<file path="src/rtl/core/ccfp_pkg.sv">
`timescale 1ns / 1ps

package ccfp_pkg;

   localparam int FRAME_BUFFER_DEPTH_DEF = 32;

   localparam int BYTE_W = 8;
   localparam int PS_W   = 2;
   localparam int EV_W   = 4;

   // special bytes on the line
   localparam logic [BYTE_W-1:0] BYTE_ACK   = 8'hC5;
   localparam logic [BYTE_W-1:0] BYTE_START = 8'h3D;

   // command codes
   localparam logic [BYTE_W-1:0] CMD_PLAY     = 8'h13;
   localparam logic [BYTE_W-1:0] CMD_PAUSE    = 8'h1C;
   localparam logic [BYTE_W-1:0] CMD_STANDBY  = 8'h19;
   localparam logic [BYTE_W-1:0] CMD_TOGGLE   = 8'h24;
   localparam logic [BYTE_W-1:0] CMD_PING     = 8'h86;
   localparam logic [BYTE_W-1:0] CMD_VERSION  = 8'h07;
   localparam logic [BYTE_W-1:0] CMD_TRACK    = 8'h17;
   localparam logic [BYTE_W-1:0] CMD_PREPARE  = 8'h2C;
   localparam logic [BYTE_W-1:0] CMD_DISC     = 8'h26;
   localparam logic [BYTE_W-1:0] CMD_FORWARD  = 8'h20;
   localparam logic [BYTE_W-1:0] CMD_REWIND   = 8'h21;
   localparam logic [BYTE_W-1:0] CMD_PREV_EXT = 8'h22;

   // argument values
   localparam logic [BYTE_W-1:0] ARG_VERSION = 8'h31;
   localparam logic [BYTE_W-1:0] ARG_ONE     = 8'h01;
   localparam logic [BYTE_W-1:0] ARG_TWO     = 8'h02;
   localparam logic [BYTE_W-1:0] ARG_ALL     = 8'hFF;
   localparam logic [BYTE_W-1:0] ARG_SEEK    = 8'h0A;

   // frame lengths that carry a command
   localparam logic [BYTE_W-1:0] LEN_ONE   = 8'd1;
   localparam logic [BYTE_W-1:0] LEN_TWO   = 8'd2;
   localparam logic [BYTE_W-1:0] LEN_THREE = 8'd3;

   // player modes
   localparam logic [PS_W-1:0] PS_PLAYING = 2'd1;
   localparam logic [PS_W-1:0] PS_STANDBY = 2'd2;

   // event codes
   localparam logic [EV_W-1:0] EV_NONE    = 4'd0;
   localparam logic [EV_W-1:0] EV_PLAY    = 4'd1;
   localparam logic [EV_W-1:0] EV_PAUSE   = 4'd2;
   localparam logic [EV_W-1:0] EV_STANDBY = 4'd3;
   localparam logic [EV_W-1:0] EV_NEXT    = 4'd4;
   localparam logic [EV_W-1:0] EV_PREV    = 4'd5;
   localparam logic [EV_W-1:0] EV_PREPARE = 4'd6;
   localparam logic [EV_W-1:0] EV_DISC    = 4'd7;
   localparam logic [EV_W-1:0] EV_FORWARD = 4'd8;
   localparam logic [EV_W-1:0] EV_REWIND  = 4'd9;

   typedef struct packed {
      logic            version_reply;
      logic            ping;
      logic [EV_W-1:0] event_res;
   } decode_type;

   typedef struct packed {
      logic            ack_seen;
      logic            send_ack;
      logic            checksum_error;
      logic            overflow_drop;
      logic            version_reply;
      logic            ping;
      logic [EV_W-1:0] event_res;
   } result_type;

endpackage

</file>
<file path="src/rtl/core/ccfp_decode.sv">
`timescale 1ns / 1ps

module ccfp_decode (
   input  logic [ccfp_pkg::BYTE_W-1:0] frame_length,
   input  logic [ccfp_pkg::BYTE_W-1:0] command_byte,
   input  logic [ccfp_pkg::BYTE_W-1:0] first_argument,
   input  logic [ccfp_pkg::BYTE_W-1:0] second_argument,
   input  logic [ccfp_pkg::PS_W-1:0]   player_state,
   output ccfp_pkg::decode_type        dec
);
   import ccfp_pkg::*;

   always_comb begin
      dec = '0;
      if (frame_length == LEN_ONE) begin
         if (command_byte == CMD_PLAY) begin
            dec.event_res = EV_PLAY;
         end else if (command_byte == CMD_PAUSE) begin
            dec.event_res = EV_PAUSE;
         end else if (command_byte == CMD_STANDBY) begin
            dec.event_res = EV_STANDBY;
         end else if (command_byte == CMD_TOGGLE) begin
            dec.event_res = (player_state == PS_PLAYING) ? EV_PAUSE : EV_PLAY;
         end else if (command_byte == CMD_PING) begin
            // a ping while in standby wakes the player
            dec.ping      = 1'b1;
            dec.event_res = (player_state == PS_STANDBY) ? EV_PLAY : EV_NONE;
         end
      end else if (frame_length == LEN_TWO) begin
         if (command_byte == CMD_VERSION && first_argument == ARG_VERSION) begin
            dec.version_reply = 1'b1;
         end else if (command_byte == CMD_TRACK && first_argument == ARG_ONE) begin
            dec.event_res = EV_NEXT;
         end else if (command_byte == CMD_TRACK && first_argument == ARG_TWO) begin
            dec.event_res = EV_PREV;
         end else if (command_byte == CMD_PREPARE && first_argument == ARG_ALL) begin
            dec.event_res = EV_PREPARE;
         end else if (command_byte == CMD_DISC) begin
            dec.event_res = EV_DISC;
         end else if (command_byte == CMD_FORWARD && first_argument == ARG_SEEK) begin
            dec.event_res = EV_FORWARD;
         end else if (command_byte == CMD_REWIND && first_argument == ARG_SEEK) begin
            dec.event_res = EV_REWIND;
         end
      end else if (frame_length == LEN_THREE) begin
         if (command_byte == CMD_PREV_EXT && first_argument == ARG_ONE
             && second_argument == ARG_TWO) begin
            dec.event_res = EV_PREV;
         end
      end
   end

endmodule

</file>
<file path="src/rtl/core/ccfp_tracker.sv">
`timescale 1ns / 1ps

module ccfp_tracker #(
   parameter int FRAME_BUFFER_DEPTH = ccfp_pkg::FRAME_BUFFER_DEPTH_DEF
) (
   input  logic                        clock,
   input  logic                        reset,
   input  logic                        accept,
   input  logic [ccfp_pkg::BYTE_W-1:0] rx_byte,
   input  logic [ccfp_pkg::PS_W-1:0]   player_state,
   output ccfp_pkg::result_type        res
);
   import ccfp_pkg::*;

   localparam int CNT_W = $clog2(FRAME_BUFFER_DEPTH);
   localparam int LEN_W = BYTE_W + 1;
   localparam int CMP_W = (CNT_W + 1 > LEN_W) ? CNT_W + 1 : LEN_W;

   logic [CNT_W-1:0]  byte_count_ff, byte_count_in;
   logic [BYTE_W-1:0] running_xor_ff, running_xor_in;
   logic [BYTE_W-1:0] frame_length_ff, frame_length_in;
   logic [BYTE_W-1:0] command_byte_ff, command_byte_in;
   logic [BYTE_W-1:0] first_argument_ff, first_argument_in;
   logic [BYTE_W-1:0] second_argument_ff, second_argument_in;

   logic [CMP_W-1:0] count;
   logic [CMP_W-1:0] frame_end;
   logic             frame_done;
   decode_type       dec;

   ccfp_decode u_decode (
      .frame_length    (frame_length_ff),
      .command_byte    (command_byte_ff),
      .first_argument  (first_argument_ff),
      .second_argument (second_argument_ff),
      .player_state    (player_state),
      .dec             (dec)
   );

   assign count      = CMP_W'(byte_count_ff) + CMP_W'(1);
   assign frame_end  = CMP_W'(frame_length_ff) + CMP_W'(4);
   // length is taken at position two, so the stored value is valid from count four on
   assign frame_done = (count >= CMP_W'(4)) && (count == frame_end);

   always_comb begin
      res                = '0;
      byte_count_in      = byte_count_ff;
      running_xor_in     = running_xor_ff;
      frame_length_in    = frame_length_ff;
      command_byte_in    = command_byte_ff;
      first_argument_in  = first_argument_ff;
      second_argument_in = second_argument_ff;

      if (byte_count_ff == '0) begin
         if (rx_byte == BYTE_ACK) begin
            res.ack_seen = 1'b1;
         end else if (rx_byte == BYTE_START) begin
            running_xor_in = rx_byte;
            byte_count_in  = CNT_W'(1);
         end
      end else begin
         case (byte_count_ff)
            CNT_W'(2): frame_length_in    = rx_byte;
            CNT_W'(3): command_byte_in    = rx_byte;
            CNT_W'(4): first_argument_in  = rx_byte;
            CNT_W'(5): second_argument_in = rx_byte;
            default: ;
         endcase

         if (frame_done) begin
            if (running_xor_ff == rx_byte) begin
               res.send_ack      = 1'b1;
               res.version_reply = dec.version_reply;
               res.ping          = dec.ping;
               res.event_res     = dec.event_res;
            end else begin
               res.checksum_error = 1'b1;
            end
            byte_count_in  = '0;
            running_xor_in = '0;
         end else if (count >= CMP_W'(FRAME_BUFFER_DEPTH)) begin
            res.overflow_drop = 1'b1;
            byte_count_in     = '0;
            running_xor_in    = '0;
         end else begin
            running_xor_in = running_xor_ff ^ rx_byte;
            byte_count_in  = count[CNT_W-1:0];
         end
      end
   end

   always_ff @(posedge clock) begin
      if (reset) begin
         byte_count_ff  <= '0;
         running_xor_ff <= '0;
      end else if (accept) begin
         byte_count_ff  <= byte_count_in;
         running_xor_ff <= running_xor_in;
      end
   end

   always_ff @(posedge clock) begin
      if (accept) begin
         frame_length_ff    <= frame_length_in;
         command_byte_ff    <= command_byte_in;
         first_argument_ff  <= first_argument_in;
         second_argument_ff <= second_argument_in;
      end
   end

endmodule

</file>
<file path="src/rtl/core/changer_command_frame_parser_unit.sv">
`timescale 1ns / 1ps

// channel  | dir | tdata fields (lsb first)                               | tuser | tlast
// req_     | in  | rx_byte[7:0], player_state[9:8], zero[15:10]           | -     | -
// rsp_     | out | ack_seen, send_ack, checksum_error, overflow_drop,     | -     | -
//          |     | version_reply, ping, event_res[9:6], zero[15:10]       |       |
//
// one byte per cycle while the response is not stalled: a beat is parsed in the cycle it is
// taken and its result sits in the output register on the next cycle.
// every request beat yields exactly one response beat.
// req_tready stays high while the output register is empty or being drained,
// so a stalled response holds off only the following request.
// synchronous reset clears the frame position, running xor and output valid.

module changer_command_frame_parser_unit #(
   parameter int FRAME_BUFFER_DEPTH = ccfp_pkg::FRAME_BUFFER_DEPTH_DEF
) (
   input  logic        clock,
   input  logic        reset,

   input  logic        req_tvalid,
   output logic        req_tready,
   input  logic [15:0] req_tdata,   // rx_byte[7:0], player_state[9:8]

   output logic        rsp_tvalid,
   input  logic        rsp_tready,
   output logic [15:0] rsp_tdata    // ack_seen, send_ack, checksum_error, overflow_drop,
                                    // version_reply, ping, event_res[9:6]
);
   import ccfp_pkg::*;

   logic       accept;
   result_type res;
   result_type rsp_ff;
   logic       rsp_valid_ff, rsp_valid_in;

   assign req_tready = !rsp_valid_ff || rsp_tready;
   assign accept     = req_tvalid && req_tready;

   ccfp_tracker #(
      .FRAME_BUFFER_DEPTH (FRAME_BUFFER_DEPTH)
   ) u_tracker (
      .clock        (clock),
      .reset        (reset),
      .accept       (accept),
      .rx_byte      (req_tdata[BYTE_W-1:0]),
      .player_state (req_tdata[BYTE_W+PS_W-1:BYTE_W]),
      .res          (res)
   );

   always_comb begin
      rsp_valid_in = rsp_valid_ff;
      if (accept) begin
         rsp_valid_in = 1'b1;
      end else if (rsp_tready) begin
         rsp_valid_in = 1'b0;
      end
   end

   always_ff @(posedge clock) begin
      if (reset) begin
         rsp_valid_ff <= 1'b0;
      end else begin
         rsp_valid_ff <= rsp_valid_in;
      end
   end

   always_ff @(posedge clock) begin
      if (accept) begin
         rsp_ff <= res;
      end
   end

   assign rsp_tvalid = rsp_valid_ff;
   assign rsp_tdata  = {6'b0, rsp_ff.event_res, rsp_ff.ping, rsp_ff.version_reply,
                        rsp_ff.overflow_drop, rsp_ff.checksum_error, rsp_ff.send_ack,
                        rsp_ff.ack_seen};

   // at most one frame outcome per beat
   a_one_outcome: assert property (@(posedge clock) disable iff (reset)
      rsp_valid_ff |-> $onehot0({rsp_ff.ack_seen, rsp_ff.send_ack,
                                 rsp_ff.checksum_error, rsp_ff.overflow_drop}))
      else $error("more than one frame outcome in a response beat");

   // decoded commands only come with a good checksum
   a_decode_needs_ack: assert property (@(posedge clock) disable iff (reset)
      (rsp_valid_ff && (rsp_ff.version_reply || rsp_ff.ping
                        || rsp_ff.event_res != EV_NONE)) |-> rsp_ff.send_ack)
      else $error("command decoded without a good frame");

   a_event_range: assert property (@(posedge clock) disable iff (reset)
      rsp_valid_ff |-> (rsp_ff.event_res <= EV_REWIND))
      else $error("event code out of range");

   // every accepted beat shows up as a response on the next cycle
   a_result_follows: assert property (@(posedge clock) disable iff (reset)
      accept |=> rsp_valid_ff)
      else $error("accepted beat produced no response");

endmodule

</file>
<file path="config.mk">
export PLATFORM = sky130hd
export DESIGN_NAME = changer_command_frame_parser_unit
export DESIGN_NICKNAME = d
export VERILOG_FILES = /design/src/rtl/core/ccfp_pkg.sv /design/src/rtl/core/ccfp_decode.sv /design/src/rtl/core/ccfp_tracker.sv /design/src/rtl/core/changer_command_frame_parser_unit.sv
export SDC_FILE = /design/constraint.sdc
export NUM_CORES = 1
export LEC_CHECK = 0
export BUFFER_PORTS_ARGS = -buffer_cell sky130_fd_sc_hd__clkbuf_2
export CAP_MARGIN = 20
export CORE_MARGIN = 4
export CORE_UTILIZATION = 40
export CTS_CLUSTER_SIZE = 25
export DETAILED_ROUTE_END_ITERATION = 6
export REMOVE_ABC_BUFFERS = 1
export SKIP_CTS_REPAIR_TIMING = 1
export SLEW_MARGIN = 5
export SYNTH_ARGS = -nofsm -noshare
export SYNTH_HDL_FRONTEND = slang
export SYNTH_HIERARCHICAL = 1
export SYNTH_SLANG_ARGS = --single-unit
</file>
<file path="constraint.sdc">
create_clock -name clock -period 3.26 [get_ports clock]
set_clock_uncertainty 0.2 [all_clocks]
set_input_delay 0 -clock clock [delete_from_list [all_inputs] [get_ports clock]]
set_output_delay 0 -clock clock [all_outputs]
set_load 0.02 [all_outputs]
</file>
* Yosys cells after proc, flatten, opt, wreduce, memory -nomap -nowiden
Cells that the tools add are included.
Storage, ports and cells: bits in registers 56, bits of input ports 20, output and inout bits 18, word-level logic and storage cells 116
Cells by class: add/sub/neg operators 2, order comparisons 2, eq/ne operators 33, mux-type cells 35, bitwise gates (word level) 6, reduce and logical (&&, ||, !) cells 24
Operators with widths (count):
- == test 8 x 6 -> 1 bit (second input constant) | 8
- two-way mux 4 bit | 13
- two-way mux 8 bit | 5
- == test 8 x 2 -> 1 bit (second input constant) | 4
- == test 8 x 5 -> 1 bit (second input constant) | 4
- two-way mux 5 bit | 6
- == test 8 bit (second input constant) | 3
- == test 8 x 1 -> 1 bit (second input constant) | 2
- AND reduction 3 bit | 5
- == test 5 x 2 -> 1 bit (second input constant) | 2
- == test 5 x 3 -> 1 bit (second input constant) | 2
- logical AND 1 bit | 10
- adder 8 x 3 -> 9 bit (second input constant) | 1
- == test 9 bit | 1
- >= comparator 9 x 3 -> 1 bit (second input constant) | 1
- >= comparator 9 x 6 -> 1 bit (second input constant) | 1
- == test 8 x 3 -> 1 bit (second input constant) | 1
- == test 8 x 4 -> 1 bit (second input constant) | 1
- == test 8 bit | 1
- two-way mux 1 bit | 8
- OR reduction 8 bit | 1
- bitwise XOR 8 bit | 1
- adder 5 x 1 -> 6 bit (second input constant) | 1
- two-way mux 3 bit | 2
- other kinds (12) | 18

* Logic depth before layout (Yosys ltp)
Gate-level depths: netlist of run 1.
depth after elaboration 11, gate-level depth with buffers 8, gate-level depth less buffers 8

* Cells and area by module
The synthesis of run 1 kept the hierarchy.
Modules (own cells, without submodules):
- ccfp_tracker | instances 1, cells each 202, area an instance 2292.2 µm², seq. area each 1221.2 µm²
- ccfp_decode | instances 1, cells each 65, area an instance 446.7 µm², seq. area each 0.0 µm²
- changer_command_frame_parser_unit | instances 1, cells each 22, area an instance 404.1 µm², seq. area each 320.3 µm²

* Worst setup path before layout of run 1
OpenSTA, ideal clock, no wires.
path kind register to register, from register u_tracker.byte_count_ff[0], to register rsp_ff (netlist bit rsp_tdata[9]) (data pin), library setup time 0.135 ns, data arrival time 2.297 ns, required time 2.925 ns, path slack 0.628 ns, cell stages (with the launch flop) 9, buffers on the path 1, period minus slack after synthesis 2.632 ns, path through dfxtp_1 -> inv_1 -> ha_1 -> xor2_1 -> a2111oi_4 -> o2111ai_4 -> or4_4 -> buf_6 -> nor2_2
Between the ends: word-level cells in the longest chain between the ends 5, elaborated cells on any way between the ends 7, those cells by class 1 x add/sub; 1 x order compare; 1 x eq/ne; 1 x bitwise; 3 x reduce/logical
Ends and longest elaborated chain:
- from (decl) | RTL line ccfp_tracker.sv:19 | logic [CNT_W-1:0] byte_count_ff, byte_count_in;
- from (signal assigned) | RTL line ccfp_tracker.sv:97 | byte_count_ff <= byte_count_in;
- adder 5 x 1 -> 6 bit | RTL line ccfp_tracker.sv:40 | assign count = CMP_W'(byte_count_ff) + CMP_W'(1);
- >= comparator 9 x 3 -> 1 bit / == test 9 bit (equally long branches) | RTL line ccfp_tracker.sv:43 | assign frame_done = (count >= CMP_W'(4)) && (count == frame_end);
- logical AND 1 bit | RTL line ccfp_tracker.sv:43
- inverter 1 bit (no source line)
- OR reduction 3 bit (no source line) *
- to (signal assigned) | RTL line changer_command_frame_parser_unit.sv:70 | rsp_ff <= res;
- to (decl) | RTL line changer_command_frame_parser_unit.sv:34 | result_type rsp_ff;
Every way passes the cells marked *; elsewhere a longest branch is shown, timed or not. A chain may end at the register's enable or synchronous reset.

* Final worst setup path of run 1
from register u_tracker.byte_count_ff[0], to register rsp_ff (netlist bit rsp_tdata[7]) (data pin)
The elaborated chain is that of the path after synthesis.

==> results.py, run 1 <==
metrics = {
    "run_status": {
        "outcome": "finished, final reports clean",
    },
    "power_and_ir_drop": {
        "power.density_nw_per_um2": 347,
        "pwr-share-comb": 0.062,
        "power.internal_uw": 950,
        "pwr-share-clk": 0.312,
        "leakagePower_uw": 0.00120,
        "power.switching_uw": 283,
        "swShare": 0.230,
        "pwr-share-seq": 0.626,
        "power.total_uw": 1230,
        "vdd_drop_max_mv": 0.144,
    },
    "global_routing": {
        "grt_pass1_vias": 2224,
        "grt_max_degree": 20,
        "grt.total_usage": 0.143,
        "antenna_found_initial": 0,
        "grt-ovfl-total": 0,
        "grt_first_pass_wirelength_mm": 11.1,
    },
    "sta": {
        "min_period_over_period": 0.840,
        "fin_hold_ws_ns": 0.0393,
        "relSlewSlack": 0.503,
        "rsz0062_at_grt": "false",
        "setup-violations-final": 0,
        "hold_violations": 0,
        "finalCriticalPeriod_ns": 2.74,
        "report.final.slew_viol_count": 0,
        "tightest_slew_ns": 0.736,
        "max_clock_freq_mhz": 365,
        "timing.setup.tns_ns": 0,
    },
    "logic_synthesis": {
        "synth.area.top_cells": "edfxtp_1, dfxtp_1, xor2_1",
        "synthMuxAreaShare": 0,
        "synth_fa_ha_area_frac": 0.0199,
        "synth_top_area_frac": 0.401,
        "synthFlopType": "edfxtp_1",
        "yosysWarnings": 6,
        "synth.avg_cell_area_sq_um": 10.9,
        "syn_inst": 289,
        "syn_area_sq_um": 3140,
        "yosysMostFrequentCell": "edfxtp_1",
        "postSynth.asyncResetShare": 0,
        "ys_top_cells_by_count": "edfxtp_1, inv_1, nand2_1",
        "ys_types": 68,
        "yosysTopAreaCell": "edfxtp_1",
        "synth_xor_area_frac": 0.0525,
        "ys_seq_area_frac": 0.490,
        "synth_seq_cells": 56,
        "synth-edff-count": 42,
        "synth_compound_area_frac": 0.158,
        "synth-simple-area-share": 0.219,
        "synth_top_family_by_area": "simple AND/OR/NAND/NOR gates",
    },
    "setup_path": {
        "crit_fanout": 7,
        "critPathKind": "reg -> reg",
        "crit_path_max_incr_delay_ns": 0.62,
        "arrival_ns": 2.72,
        "ff2ff_path_depth": 7,
        "crit_slowest_cell": "or4_4",
        "path_cells": "inv_1, ha_1, xor2_1, a2111oi_4, o2111ai_4, or4_4, nor2_2",
        "critPathLaunchType": "flip-flop",
        "worst_ep_required_time_ns": 3.24,
        "end_kind": "flip-flop",
    },
    "routing": {
        "wire_per_inst_um": 15.8,
        "vias": 2329,
        "first_pass_iters": 4,
        "viasPerCell": 5.44,
        "drt_iter0_markers": 170,
        "drc_errors": 0,
        "drt-total-wl_mm": 6.76,
        "drtAntennaViolNets": 0,
    },
    "cells_and_area": {
        "stdcell_area_sq_um": 3550,
        "fin_nets": 350,
        "antenna_cells": 0,
        "area_delta_synth_final_pct": 13.1,
        "fillers": 759,
        "drive_gt1_frac": 0.196,
    },
    "cts": {
        "cts_max_path_buffers": 2,
        "cts_sinks": 56,
        "htree_levels": 2,
        "cts_root_buf": "clkbuf_8",
        "cts.clk_slew.worst_paths_ns": 0.10,
        "cts_tree": "built",
        "numCtsBuffers": 5,
        "clkLatencyLatePin_ns": 0.31,
    },
    "die": {
        "die_y_um": 96.6,
        "rows": 32,
        "start_util": 0.409,
        "core_region_area_sq_um": 7690,
        "die_w_um": 96.6,
        "io-pin-count": 38,
        "die-area_sq_um": 9340,
    },
    "place": {
        "numPortBuffers": 25,
        "place_congestion": 0.810,
        "place_area_sq_um": 3350,
        "dpl.hpwl_mm": 4.81,
    },
    "hold_path": {
        "min-delay-path-class": "in -> reg",
        "whs_path_depth": 5,
    },
    "run": {
        "cap_violations": 0,
    },
}
## per-stage QoR
step	std cells	setup slack, ns	utilization
6_report	428	0.522	0.462
3_3_place_gp	409	0.584	0.436
3_5_place_dp	409	0.559	0.436
4_1_cts	417	0.519	0.448
2_1_floorplan	276	0.576	-
5_1_grt	428	0.359	0.462
## flip-flops by register name, summed over array words and instances, names as in the netlist
register and count:
rsp_tdata 10, u_tracker/command_byte_ff 8, u_tracker/first_argument_ff 8, u_tracker/frame_length_ff 8, u_tracker/running_xor_ff 8, u_tracker/second_argument_ff 8
u_tracker/byte_count_ff 5, rsp_tvalid 1
## power by group through the flow
| stage | clock, uW | combinational, uW | sequential, uW |
|---|---|---|---|
| finish | 384 | 76.5 | 772 |
| global route | 422 | 83.5 | 773 |
| floorplan | 0 | 22.4 | 798 |
| CTS | 399 | 66.6 | 773 |
| global placement | 0 | 65.8 | 789 |
| detailed placement | 0 | 66.4 | 789 |
## worst paths after layout
check / slack, ns / end / start
worst max register to register: 0.52 / rsp_tdata[7] / u_tracker/byte_count_ff[0]
worst min register to register: 0.31 / u_tracker/running_xor_ff[3] / u_tracker/running_xor_ff[3]
worst min-delay path: 0.04 / rsp_tdata[6] / req_tdata[8]
worst max-delay path: 0.52 / rsp_tdata[7] / u_tracker/byte_count_ff[0]
## cells by family after synthesis
family,after synthesis
XOR/XNOR,18
flip-flops,56
AND/OR/NAND/NOR,108
adder cells (fa/ha/maj),5
buffers and inverters,38
other,1
AO/OA/AOI/OAI,63
## placed cells by master (no fill, tap or decap), types with 7 or more instances in the layout
cell type	instances
a21oi_1	7
clkbuf_2	25
dfxtp_1	14
dlygate4sd3_1	11
edfxtp_1	42
inv_1	19
nand2_1	15
nand2b_1	9
nand3_1	9
nor2_1	13
nor4_1	9
o21ai_0	14
xor2_1	13
## area by class of cell
class | count | area (sq um) | share of cell area
Clock buffer | 5 | 68.8 | 0.0194
Clock inverter | 3 | 23.8 | 0.00669
Inverter | 20 | 75.1 | 0.0211
Multi-Input combinational cell | 200 | 1440 | 0.404
Sequential cell | 56 | 1540 | 0.434
Tap cell | 102 | 128 | 0.0359
Timing Repair Buffer | 42 | 280 | 0.0788
## critical path, delay by kind of cell, from the launching register on
family / cells / cell delay (ns)
xor gates and xnor gates: 1 / 0.20
DFF: 1 / 0.45
buffers and inverters: 1 / 0.13
AOI/OAI and AO/OA: 2 / 0.57
and+or+nand+nor: 2 / 0.72
adders and majority gates: 1 / 0.34
## layer usage
layer,track usage,share of wire,vias up
met5,0,0,-
met4,0.0324,0.0080,0
met3,0.0238,0.037,4
met2,0.231,0.46,47
met1,0.203,0.49,1129
li1,-,-,1149
Power figures use the tool's default switching activity.
==> inputs of run 2 (changes only) <==
==> constraint.sdc (replaced) <==
create_clock -name clock -period 2.2 [get_ports clock]
set_clock_uncertainty 0.2 [all_clocks]
set_input_delay 0 -clock clock [delete_from_list [all_inputs] [get_ports clock]]
set_output_delay 0 -clock clock [all_outputs]
set_load 0.02 [all_outputs]
==> run 2 against run 1 <==
The run now ends with setup timing left. Via count up 11%. Clock-buffer cell count unchanged. Non-clock buffer count up 61. Sequential share of layout area down 5.7 points. Worst hold slack worse by 0.015 ns. Worst setup slack worse by 0.70 ns.
==> results.py, run 2 (same netlist as run 1, synthesis figures left out) <==
metrics = {
    "cells_and_area": {
        "fillers": 704,
        "area_delta_synth_final_pct": 30.2,
        "final_cell_mix": "buf_4, edfxtp_1, clkbuf_2, inv_1, nand2_1",
        "multi_input_area_sq_um": 1470,
        "largest_register_ffs": 10,
        "layout_commonest_cell": "buf_4",
        "seqCellArea_sq_um": 1540,
        "stdcell_area_sq_um": 4090,
        "drive_gt1_frac": 0.349,
        "fin_util": 0.532,
        "antenna_cells": 0,
        "fin_nets": 411,
    },
    "sta": {
        "hold_violations": 0,
        "rsz0062_at_grt": "true",
        "setup_ws_ns": -0.180,
        "min_period_over_period": 1.08,
        "report.final.slew_viol_count": 0,
        "relSlewSlack": 0.650,
        "finalCriticalPeriod_ns": 2.38,
        "tightest_slew_ns": 0.512,
        "max_clock_freq_mhz": 420,
        "setup-violations-final": 22,
    },
    "setup_path": {
        "critPathKind": "reg -> reg",
        "arrival_ns": 2.26,
        "crit_path_max_incr_delay_ns": 0.38,
        "critPathLaunchType": "flip-flop",
        "path_cells": "inv_1, ha_1, xor2_1, a2111oi_4, o2111ai_4, buf_4, or2_1, and2_1",
        "crit_slowest_cell": "dfxtp_1",
        "end_kind": "flip-flop",
        "cp_top_family": "compound AO/OA/AOI/OAI gates",
        "path_buf_inv": 2,
        "worst_ep_required_time_ns": 2.08,
        "crit_fanout": 3,
    },
    "hold_path": {
        "min-delay-path-class": "in -> reg",
    },
    "routing": {
        "drt-total-wl_mm": 7.78,
        "first_pass_iters": 4,
        "drtAntennaViolNets": 0,
        "vias": 2577,
        "drt_iter0_markers": 114,
        "wire_per_inst_um": 15.9,
        "viasPerCell": 5.27,
        "drc_errors": 0,
    },
    "global_routing": {
        "grt-busiest-layer": "met2",
        "met1_usage": 0.218,
        "grt_pass1_vias": 2577,
        "grt-ovfl-total": 0,
        "grt.total_usage": 0.164,
        "grt_first_pass_wirelength_mm": 12.5,
        "met3_usage": 0.0274,
        "grt_use_met2": 0.278,
        "antenna_found_initial": 0,
        "grt_max_degree": 21,
    },
    "power_and_ir_drop": {
        "power.density_nw_per_um2": 462,
        "vdd_drop_max_mv": 0.245,
        "leakagePower_uw": 0.00152,
    },
    "cts": {
        "numCtsBuffers": 5,
        "cts_sinks": 56,
        "cts_root_buf": "clkbuf_8",
        "clkLatencyLatePin_ns": 0.32,
        "cts_tree": "built",
        "cts_max_path_buffers": 2,
        "cts.clk_slew.worst_paths_ns": 0.11,
        "htree_levels": 2,
    },
    "run": {
        "cap_violations": 0,
    },
    "die": {
        "die_y_um": 96.6,
        "core_region_area_sq_um": 7690,
        "io-pin-count": 38,
        "rows": 32,
        "die_w_um": 96.6,
        "die-area_sq_um": 9340,
        "start_util": 0.409,
    },
    "run_status": {
        "violations": "setup timing",
        "outcome": "complete, but fails checks",
    },
    "place": {
        "place_area_sq_um": 3790,
        "dpl.hpwl_mm": 5.74,
        "place_congestion": 0.823,
        "numPortBuffers": 25,
    },
}
run 2: worst paths after layout:
path                            cells after the start  slack (ns)                        from                         end
worst min-delay path                                5        0.02                req_tdata[8]                rsp_tdata[6]
worst min register to register                      2        0.29  u_tracker/byte_count_ff[1]  u_tracker/byte_count_ff[1]
worst max-delay path                                8       -0.18  u_tracker/byte_count_ff[0]                rsp_tdata[3]
worst max register to register                      8       -0.18  u_tracker/byte_count_ff[0]                rsp_tdata[3]
run 2: layout make-up:
class	instances	area share
tap	102	0.0312
clock buffer	5	0.0168
inverter	20	0.0183
multi-input combinational	200	0.360
timing repair buffer	103	0.190
clock inverter	3	0.00703
sequential	56	0.377
run 2: through the flow:
step / std cells / TNS, ns / hold slack (ns) / setup WS (ns) / power [uW]
after global placement: 466 / -2.96 / 0.0376 / -0.292 / 1280
after floorplan: 276 / -5.51 / -0.138 / -0.484 / 1220
final: 489 / -2.28 / 0.0242 / -0.180 / 1890
after global routing: 489 / -4.67 / 0.0410 / -0.285 / 1960
after CTS: 474 / -4.81 / -0.297 / -0.401 / 1890
after detailed placement: 466 / -4.31 / 0.0541 / -0.372 / 1280
run 2: power breakdown:
part           internal [uW]  leakage, uW  switching, uW  total, uW
logic                   48.9     0.000963           77.9        127
registers               1140     0.000502           3.38       1140
clock network            241    0.0000511            376        618
run 2: worst register-to-register path, stage by stage (launching register included):
cell,delay [ns]
dfxtp_1,0.38
inv_1,0.07
ha_1,0.33
xor2_1,0.19
a2111oi_4,0.26
o2111ai_4,0.17
buf_4,0.18
or2_1,0.21
and2_1,0.15
run 2: per-layer routing:
metal  wire [um]  vias to the layer above
li1            -                     1263
met1        3440                     1248
met2        3910                       58
met3         344                        8
met4          86                        0
met5           0                        -
